--- config.mk ---
export PLATFORM = sky130hd
export DESIGN_NAME = bbc_back
export DESIGN_NICKNAME = d
export VERILOG_FILES = /design/src/hw/rtl/bbc_pkg.sv /design/src/hw/rtl/bbc_back.sv
export SDC_FILE = /design/constraint.sdc
export NUM_CORES = 1
export LEC_CHECK = 0
export BUFFER_PORTS_ARGS = -buffer_cell sky130_fd_sc_hd__buf_4
export CORE_MARGIN = 8
export CORE_UTILIZATION = 30
export CTS_BUF_LIST = sky130_fd_sc_hd__clkbuf_8
export CTS_CLUSTER_SIZE = 40
export DETAILED_ROUTE_END_ITERATION = 8
export PLACE_DENSITY_LB_ADDON = 0.1
export REMOVE_ABC_BUFFERS = 1
export SETUP_SLACK_MARGIN = 0.05
export SLEW_MARGIN = 10
export SYNTH_ARGS = -nofsm -noshare
export SYNTH_HDL_FRONTEND = slang
export SYNTH_SLANG_ARGS = --single-unit
--- constraint.sdc ---
create_clock -name clk_i -period 3.75 [get_ports clk_i]
set_clock_uncertainty 0.2 [all_clocks]
set_input_delay 0.1875 -clock clk_i [delete_from_list [all_inputs] [get_ports clk_i]]
set_output_delay 0.1875 -clock clk_i [all_outputs]
set_load 0.01 [all_outputs]
--- src/hw/rtl/bbc_pkg.sv ---
`timescale 1ns / 1ps
// ----------------------------------------------------------------------------
// bbc_pkg: shared types and constants of the bracket balance checker
// Character codes, classified operation format and verdict reason codes.
// ----------------------------------------------------------------------------
package bbc_pkg;

  localparam logic [7:0] CHAR_OPEN_PAREN   = 8'h28;  // (
  localparam logic [7:0] CHAR_CLOSE_PAREN  = 8'h29;  // )
  localparam logic [7:0] CHAR_OPEN_SQUARE  = 8'h5B;  // [
  localparam logic [7:0] CHAR_CLOSE_SQUARE = 8'h5D;  // ]
  localparam logic [7:0] CHAR_OPEN_CURLY   = 8'h7B;  // {
  localparam logic [7:0] CHAR_CLOSE_CURLY  = 8'h7D;  // }

  typedef enum logic [1:0] {
    KIND_PAREN  = 2'd0,
    KIND_SQUARE = 2'd1,
    KIND_CURLY  = 2'd2
  } kind_e;

  typedef enum logic [1:0] {
    OP_NONE  = 2'd0,
    OP_OPEN  = 2'd1,
    OP_CLOSE = 2'd2
  } op_code_e;

  typedef struct packed {
    op_code_e   code;
    logic [1:0] kind;
    logic       last;
  } op_t;

  localparam logic [2:0] ERR_NONE        = 3'd0;
  localparam logic [2:0] ERR_CLOSE_EMPTY = 3'd1;
  localparam logic [2:0] ERR_MISMATCH    = 3'd2;
  localparam logic [2:0] ERR_LEFT_OPEN   = 3'd3;
  localparam logic [2:0] ERR_OVERFLOW    = 3'd4;

  localparam int unsigned OP_QUEUE_DEPTH = 4;

endpackage

--- src/hw/rtl/bbc_back.sv ---
`timescale 1ns / 1ps
// ----------------------------------------------------------------------------
// bbc_back: kind stack engine and verdict register
// Executes queued operations on the stack and holds one pending verdict.
// ----------------------------------------------------------------------------
module bbc_back #(
  parameter int unsigned STACK_DEPTH = 16
) (
  input  logic           clk_i,
  input  logic           rst_ni,
  input  logic           op_valid_i,
  input  bbc_pkg::op_t   op_i,
  output logic           op_ready_o,
  output logic           empty,
  input  logic           pop,
  output logic           balanced_o,
  output logic [2:0]     fail_reason_o
);

  localparam int unsigned AW = $clog2(STACK_DEPTH);
  localparam int unsigned CW = $clog2(STACK_DEPTH + 1);

  // Top entry lives in top_q, the one below it in below_q; the memory holds
  // every entry except the top, at its own stack index.
  logic [1:0]    mem_q [STACK_DEPTH];
  logic [1:0]    top_q, top_d, below_q;
  logic [CW-1:0] cnt_q, cnt_d, cnt_m1, cnt_m3;
  logic [2:0]    err_q, err_d, reason;
  logic          out_valid_q, out_balanced_q;
  logic [2:0]    out_reason_q;
  logic          fire, push_en, pop_en, wr_en;
  logic [AW-1:0] wr_addr, rd_addr;

  assign op_ready_o = !(op_i.last && out_valid_q && !pop);
  assign fire       = op_valid_i && op_ready_o;

  assign cnt_m1  = cnt_q - CW'(1);
  assign cnt_m3  = cnt_q - CW'(3);
  assign wr_addr = cnt_m1[AW-1:0];
  assign rd_addr = cnt_m3[AW-1:0];
  assign wr_en   = push_en && (cnt_q != '0);

  always_comb begin
    err_d   = err_q;
    cnt_d   = cnt_q;
    top_d   = top_q;
    push_en = 1'b0;
    pop_en  = 1'b0;
    if (fire && (err_q == bbc_pkg::ERR_NONE)) begin
      case (op_i.code)
        bbc_pkg::OP_OPEN: begin
          if (cnt_q == CW'(STACK_DEPTH)) begin
            err_d = bbc_pkg::ERR_OVERFLOW;
          end else begin
            push_en = 1'b1;
            cnt_d   = cnt_q + CW'(1);
            top_d   = op_i.kind;
          end
        end
        bbc_pkg::OP_CLOSE: begin
          if (cnt_q == '0) begin
            err_d = bbc_pkg::ERR_CLOSE_EMPTY;
          end else begin
            pop_en = 1'b1;
            cnt_d  = cnt_m1;
            top_d  = below_q;
            if (top_q != op_i.kind) begin
              err_d = bbc_pkg::ERR_MISMATCH;
            end
          end
        end
        default: begin
        end
      endcase
    end
    if (err_d != bbc_pkg::ERR_NONE) begin
      reason = err_d;
    end else if (cnt_d != '0) begin
      reason = bbc_pkg::ERR_LEFT_OPEN;
    end else begin
      reason = bbc_pkg::ERR_NONE;
    end
    if (fire && op_i.last) begin
      cnt_d = '0;
      err_d = bbc_pkg::ERR_NONE;
    end
  end

  always_ff @(posedge clk_i or negedge rst_ni) begin
    if (!rst_ni) begin
      cnt_q       <= '0;
      err_q       <= bbc_pkg::ERR_NONE;
      out_valid_q <= 1'b0;
    end else begin
      cnt_q <= cnt_d;
      err_q <= err_d;
      if (fire && op_i.last) begin
        out_valid_q <= 1'b1;
      end else if (pop) begin
        out_valid_q <= 1'b0;
      end
    end
  end

  always_ff @(posedge clk_i) begin
    top_q <= top_d;
    if (fire && op_i.last) begin
      out_balanced_q <= (reason == bbc_pkg::ERR_NONE);
      out_reason_q   <= reason;
    end
  end

  // Stack memory with registered read of the entry under the new top.
  always_ff @(posedge clk_i) begin
    if (wr_en) begin
      mem_q[wr_addr] <= top_q;
    end
    if (pop_en) begin
      below_q <= mem_q[rd_addr];
    end else if (push_en) begin
      below_q <= top_q;
    end
  end

  assign empty         = !out_valid_q;
  assign balanced_o    = out_balanced_q;
  assign fail_reason_o = out_reason_q;

endmodule

# Word-level counts from Yosys, hierarchy flattened
# Memory sizes are Yosys's and may differ from the RTL's.
# Cells that the tools add are included.
# totals
output_inout_bits	6
elab_cells	64
latch_bits	0
mem_bits_rw	32
input_bits	9
regBits	17
mem_bits_ro	0
mem_count	1
# mem_list
memory	depth	word_bits	rd	rd_ports_with_merged_regs	wr	line_no	rtl
mem_q	16	2	1	0	1	bbc_back.sv:25	logic [1:0] mem_q [STACK_DEPTH];
# classes
mux	28
n_div	0
multipliers	0
n_eq_ne	6
bitwise_logic	0
addsub	3
n_shift	0
n_reduce_logical	19
order_cmp	0
# op_table
cell	count
$mux 5	4
$mux 3	6
$mux 1	10
$mux 2	5
$pmux 5 s2	1
$reduce_bool 5->1	2
$logic_and 1x1->1	6
$logic_not 3->1	2
$pmux 3 s2	1
$reduce_bool 2->1	3
$add 5x1->5 const B	1
$eq 5x5->1 const B	1
$logic_not 5->1	1
$sub 5x1->5 const B	1
$ne 2x2->1 const B	2
$pmux 2 s2	1
$reduce_and 4->1	1
$sub 4x2->4 const B	1
$logic_not 1->1	3
$reduce_bool 3->1	1
$eq 2x1->1 const B	1
$eq 2x2->1 const B	1
$ne 2x2->1	1

# Longest topological paths before layout
# Gate-level depths: netlist of run 1.
# depth
word_depth	10
depth_mapped	10
depth_no_buf	7

# Worst setup path after synthesis of run 1
# Ideal clock, no wire load.
# synth_timing
kind	register -> register
start	reg cnt_q[0]
end	reg below_q[0] (data pin)
path_stages_with_launch	9
synth_period_minus_slack_ns	2.829
n_path_buf	3
path_slack_ns	0.921
arrival_ns	2.369
t_required_ns	3.290
cell_sequence	dfrtp_1 > buf_6 > buf_6 > inv_1 > ha_1 > buf_1 > mux4_2 > mux4_2 > mux2_2
# synth_between
elab_chain_len	5
word_cells_on_any_way	7
cone_classes	add/sub: 1; mux: 4; reduce/logical: 1; memory: 1
# synth_rtl
element	line_no	rtl
start, declared	bbc_back.sv:27	logic [CW-1:0] cnt_q, cnt_d, cnt_m1, cnt_m3;
start signal, assigned	bbc_back.sv:95	cnt_q <= cnt_d;
branches (longest 4 deep; another with $sub 4x2->4)	--	
$mux 2 *	bbc_back.sv:118	if (pop_en) begin
end signal, assigned	bbc_back.sv:119	below_q <= mem_q[rd_addr];
end signal, assigned	bbc_back.sv:121	below_q <= top_q;
end, declared	bbc_back.sv:26	logic [1:0] top_q, top_d, below_q;
# Mark *: on every way between the ends.
# A chain may end at the register's enable or synchronous reset.

# Final worst setup path of run 1
# layout_timing
start	reg cnt_q[1]
end	reg out_reason_q[0] (netlist: fail_reason_o[0]) (data pin)
# layout_between
elab_chain_len	7
word_cells_on_any_way	16
cone_classes	add/sub: 2; eq/ne: 1; mux: 10; reduce/logical: 3
# layout_rtl
element	line_no	rtl
$sub 5x1->5, or another cell as far along	bbc_back.sv:37	assign cnt_m1 = cnt_q - CW'(1);
$mux 5, on equally long branches	bbc_back.sv:61, bbc_back.sv:52	
$pmux 5 s2	bbc_back.sv:50	case (op_i.code)
$mux 5	bbc_back.sv:49	if (fire && (err_q == bbc_pkg::ERR_NONE)) begin
$reduce_bool 5->1	bbc_back.sv:78	end else if (cnt_d != '0) begin
$mux 2	bbc_back.sv:78	
$mux 3 *	bbc_back.sv:76	if (err_d != bbc_pkg::ERR_NONE) begin
named net reason[0]	bbc_back.sv:28	logic [2:0] err_q, err_d, reason;
end signal, assigned	bbc_back.sv:109	out_reason_q <= reason;
end, declared	bbc_back.sv:30	logic [2:0] out_reason_q;
# The timed path passes the listed nets; every way through them passes the cells marked *.

==> impl_metrics.toml, run 1 <==
[setup_path]
crit_path_start = "cnt_q[1]$_DFF_PN0_"
cp-end-kind = "flop"
cp_data_required_time_ns = 3.70
r2r_start = "cnt_q[1]$_DFF_PN0_"
worstPathArrival_ns = 2.86
criticalPathCategory = "flop to flop"
critPathLaunchType = "flop"
worst-path-max-fanout = 11

[drt]
viasPerCell = 5.14
postRouteAntennaNets = 0
vias = 1727
drt-initial-drc-count = 123
wl_per_cell_um = 18.3
drt-pass1-iter-count = 4
drc = 0
wl_um = 6150

[sta]
rsz0062_at_grt = "no"
relSlewSlack_pct = 40.6
timing.fmax_ghz = 0.343
finalHoldViolCount = 0
setup_ws_ns = 0.834
fin_crit_ns = 2.92
maxSlewViolCount = 0
timing.final.crit_share_pct = 77.8
setup_viol = 0
worst_pin_slew_ns = 0.890
setup-tns-final_ns = 0

[die]
core_mm2 = 0.00864
rows = 34
ios = 15
die_h_um = 110
start_util_pct = 30.6
die-area_mm2 = 0.0121
dieWidth_um = 110

[power]
switching_share_pct = 28.5
power_switching_uw = 341
p_leak_nw = 1.06
p_comb_share_pct = 21.3
seqPwrFrac_pct = 52.7
internal-power_uw = 855
power.density_mw_per_mm2 = 404
peakVddDrop_mv = 0.175
finalPower_mw = 1.20
pwr-share-clk_pct = 26.1

[global_routing]
grt_overflow = 0
grt_pass1_vias = 1825
antenna_found_initial = 0
use_met3_pct = 2.52
grt_first_pass_wirelength_um = 10000
grt_start_max_net_pins = 19
grt_busiest_layer = "met2"
grt_usage_pct = 11.0
use_met1_pct = 14.3
met2_usage_pct = 17.7

[place]
place_ws_ns = 0.892
gp_congestion = 0.753
port_buffers = 14
dpl_cell_area_mm2 = 0.00282
dpl.hpwl_um = 4640
numPlacedInstances = 323

[yosys]
yosysUniqueCellTypes = 56
async_flop_share_pct = 18.4
synth_top_area_share_pct = 45.5
ys.flop_type = "edfxtp_1"
ys_top_cells_by_area = "edfxtp_1 (45%), dfrtp_1 (8.5%), mux4_2 (8.5%)"
synthTopCellsByCount = "edfxtp_1 (40), nor2_1 (32), inv_1 (13), nand2_1 (11), mux4_2 (10)"
ys_warn_count = 0
synth-seq-area-share_pct = 54.0
avgSynthCellArea_um2 = 12.5
ys_ff_latch = 49
synthCells = 212
synth_area_mm2 = 0.00264
synth_top_area_cell = "edfxtp_1"
synth-edff-count = 40
synth.most_common_cell = "edfxtp_1"

[finish]
layout-drive-gt1-share_pct = 19.3
layout.cells.non_filler = 336
syn_to_final_growth_pct = 12.1
antennaDiodeCount = 0
fin_nets = 243
post-route-cell-area_mm2 = 0.00296

[run_status]
status = "complete, no violations"

[clocking]
cts_max_level = 2
root_buffer = "clkbuf_8"
clock-sinks = 49
worstSkewPairLatency_ns = 0.31
clock_path_buffers = 2
cts_tree = "yes"
clk_pin_slew_ns = 0.09
cts_buffers = 5

[run]
max_cap_violations = 0

[min_path]
worstHoldStart = "op_i[1]"
hold_class = "primary input to flop"
==> cell usage in the layout (no fill, tap or decap), types with 3 or more instances in the layout <==
cell type,Yosys,routed
dlygate4sd3_1,0,5
mux4_2,10,10
edfxtp_1,40,40
nor3_1,3,3
nand3_1,4,4
a21oi_1,5,5
a21o_1,3,3
a22oi_1,5,5
nor2_1,32,32
nor2b_1,3,3
ha_1,7,7
inv_1,13,14
dfrtp_1,9,9
nor4_1,3,3
buf_4,1,15
mux2_2,4,4
clkbuf_8,0,5
o21ai_0,4,4
nand2_1,11,11
==> through the flow <==
stage / utilization (%) / hold WS [ns]
floorplan: - / -0.308
global placement: 32.7 / -0.176
detailed placement: 32.7 / -0.178
CTS: 34.1 / 0.00368
global route: 34.3 / 0.0197
finish: 34.3 / 0.0257
==> logic make-up after synthesis <==
logic type      count (synthesis)  synth area share, %
compound gates                 31                 8.86
simple gates                   78                 16.5
mux                            17                 11.4
fa+ha+maj                       7                 3.32
xor+xnor                        4                 1.33
buf+inv                        26                 4.50
flops                          49                 54.0
==> final cells by class <==
class / count / area, µm²
multi-input combinational: 137 / 1090
sequential: 49 / 1430
tap: 108 / 135
clock buffer: 5 / 68.8
clock inverter: 3 / 18.8
timing repair buffer: 20 / 163
fill: 872 / 5680
inverter: 14 / 52.6
==> critical path: stages, from the launching register on <==
cell,delay [ns]
dfrtp_1,0.49
inv_1,0.14
ha_1,0.36
or3b_1,0.48
o2111ai_1,0.48
and2b_1,0.23
and4bb_1,0.23
a22oi_1,0.16
==> path summary, 6_finish.rpt <==
check / endpoint / slack [ns] / depth (start not counted)
setup / recovery: fail_reason_o[0]$_DFFE_PP_ / 0.83 / 7
max in group asynchronous: cnt_q[2]$_DFF_PN0_ / 3.17 / 2
hold / removal: top_q[0]$_DFFE_PP_ / 0.03 / 2
hold reg to reg: top_q[1]$_DFFE_PP_ / 0.39 / 1
min in group asynchronous: err_q[2]$_DFF_PN0_ / 0.04 / 2
setup reg to reg: fail_reason_o[0]$_DFFE_PP_ / 0.83 / 7
==> timing repair <==
| item | CTS | global route |
|---|---|---|
| gates resized for setup | 0 | 0 |
| hold buffers | 4 | 1 |
| hold endpoints to repair | 10 | 1 |
| setup buffers | 0 | 0 |
==> metal layers <==
metal  share of wire (%)  wire [µm]
met4                 1.6         98
met1                  47       2920
met2                  48       2980
met3                 2.5        156
met5                   0          0
==> state kept, by name, summed over array words and instances, names as in the netlist <==
register and flops:
cnt_q 5, out_valid_q 1, below_q 2, err_q 3, balanced_o 1, top_q 2, mem_q 32, fail_reason_o 3
==> power groups by stage <==
stage | Combinational (mW) | Clock [mW] | Sequential, mW
after floorplan | 0.171 | 0 | 0.644
after global placement | 0.255 | 0 | 0.643
after detailed placement | 0.251 | 0 | 0.642
after CTS | 0.257 | 0.323 | 0.631
after global routing | 0.281 | 0.344 | 0.633
final | 0.254 | 0.312 | 0.630
(Power assumes the default switching activity.)
==> run 2, diff against run 1 <==
clock period = 2.8 ns   (was 3.75 ns; I/O delays follow)
==> impl_metrics.toml, run 2 (synthesis gave the netlist of run 1 again) <==
[sta]
finalHoldViolCount = 0
worst_pin_slew_ns = 0.578
rsz0062_at_grt = "yes"
setup_ws_ns = 0.218
fin_crit_ns = 2.58
timing.fmax_ghz = 0.387
relSlewSlack_pct = 61.1
setup_viol = 0
maxSlewViolCount = 0
timing.final.crit_share_pct = 92.2

[setup_path]
cp-end-kind = "flop"
critPathLaunchType = "flop"
cp_slowest_stage_delay_ns = 0.43
r2r_start = "cnt_q[0]$_DFF_PN0_"
cp_data_required_time_ns = 2.65
worstPathArrival_ns = 2.43
path_cells = "inv_1, buf_4, ha_1, or3b_4, o2111a_1, a221oi_4, nor4b_1, a22oi_1"
critPathBufInv = 2
slowest_stage = "or3b_4"
worst-path-max-fanout = 6
criticalPathCategory = "flop to flop"
crit_family = "simple AND/OR/NAND/NOR gates"
crit_path_start = "cnt_q[0]$_DFF_PN0_"

[place]
dpl.hpwl_um = 5090
port_buffers = 14
gp_congestion = 0.792
place_ws_ns = 0.113

[power]
finalPower_mw = 1.65
peakVddDrop_mv = 0.177
seqPwrFrac_pct = 50.2
power_switching_uw = 473
internal-power_mw = 1.18
switching_share_pct = 28.6
power.density_mw_per_mm2 = 531
pwr-share-clk_pct = 25.4
p_leak_nw = 1.16
p_comb_share_pct = 24.4

[clocking]
cts_tree = "yes"
clock_path_buffers = 2
clock-sinks = 49
cts_max_level = 2
worstSkewPairLatency_ns = 0.30
root_buffer = "clkbuf_8"
cts_buffers = 5
clk_pin_slew_ns = 0.09

[finish]
reg.largest.list = "mem_q x32, cnt_q x5"
largest_register_ff_count = 32
layout_common_cells = "edfxtp_1 (40), nor2_1 (32), buf_4 (30), inv_1 (14), nand2_1 (11)"
layout-drive-gt1-share_pct = 24.9
seqCellArea_mm2 = 0.00143
utilization_pct = 36.0
antennaDiodeCount = 0
layout_commonest_cell = "edfxtp_1"
multi_input_area_mm2 = 0.00112
fillers = 853
regMostFlops = "mem_q"
fin_nets = 260
syn_to_final_growth_pct = 17.9

[die]
rows = 34
die-area_mm2 = 0.0121
start_util_pct = 30.6
core_mm2 = 0.00864
dieWidth_um = 110
die_h_um = 110
ios = 15

[global_routing]
met2_usage_pct = 19.3
grt_usage_pct = 11.9
use_met3_pct = 2.34
antenna_found_initial = 0
grt_busiest_layer = "met2"
use_met1_pct = 15.5
grt_pass1_vias = 1915
grt_start_max_net_pins = 18
grt_first_pass_wirelength_um = 10700
grt_overflow = 0

[min_path]
hold_class = "primary input to flop"
worstHoldStart = "op_valid_i"

[drt]
wl_per_cell_um = 18.7
viasPerCell = 5.10
vias = 1802
wl_um = 6600
postRouteAntennaNets = 0
drt-initial-drc-count = 84
drt-pass1-iter-count = 4
drc = 0

[run_status]
status = "complete, no violations"

[run]
max_cap_violations = 0
==> run 2: changes by cell type in the layout (fill, tap and decap cells not counted), sizes merged <==
cell	change
inv	+1
clkinvlp	-2
dlygate4sd3	+2
buf	+15
clkinv	+1
==> run 2: power groups by stage <==
stage          sequential (mW)  combinational (mW)  clock [mW]
2_1_floorplan            0.863               0.229           0
5_1_grt                  0.832               0.444       0.460
3_5_place_dp             0.846               0.390           0
3_3_place_gp             0.846               0.391           0
6_report                 0.829               0.403       0.420
4_1_cts                  0.830               0.400       0.439
==> run 2: path summary, 6_finish.rpt <==
kind / to / slack, ns / cells after the start
worst max-delay path: fail_reason_o[1]$_DFFE_PP_ / 0.22 / 8
worst min-delay path: err_q[2]$_DFF_PN0_ / 0.16 / 5
worst max register to register: fail_reason_o[1]$_DFFE_PP_ / 0.22 / 8
worst min register to register: top_q[0]$_DFFE_PP_ / 0.38 / 1
max in group asynchronous: cnt_q[4]$_DFF_PN0_ / 1.43 / 3
min in group asynchronous: err_q[0]$_DFF_PN0_ / 0.65 / 3
==> run 2: routing by layer <==
| layer | vias to the layer above | wire, µm |
|---|---|---|
| met5 | - | 0 |
| met4 | 0 | 105 |
| met3 | 11 | 202 |
| met2 | 31 | 3300 |
| met1 | 901 | 3000 |
| li1 | 859 | - |
==> run 2: layout make-up <==
class                      instances  share of cell area [%]
clock inverter                     3                   0.563
inverter                          14                    1.69
clock buffer                       5                    2.21
multi-input combinational        137                    35.9
tap                              108                    4.34
sequential                        49                    45.8
timing repair buffer              37                    9.49
==> run 2: repair_timing <==
| action | CTS | global route |
|---|---|---|
| hold endpoints to repair | 12 | 0 |
| endpoints found under the setup margin | 0 | 5 |
| hold buffers | 7 | 0 |
| resized for setup | 0 | 4 |
| setup buffers | 0 | 0 |
==> run 2: through the flow <==
stage	hold slack, ns	cell area (µm²)	cells	TNS, ns
4_1_cts	0.158	3090	353	0
3_5_place_dp	-0.220	2930	338	0
2_1_floorplan	-0.356	2570	200	-0.206
6_report	0.165	3110	353	0
3_3_place_gp	-0.220	2930	338	0
5_1_grt	0.210	3110	353	0
==> run 2: worst min-delay path, stage by stage <==
cell	delay [ns]
buf_4	0.12
nand2_1	0.07
nor2b_1	0.05
buf_4	0.17
nor2_1	0.09
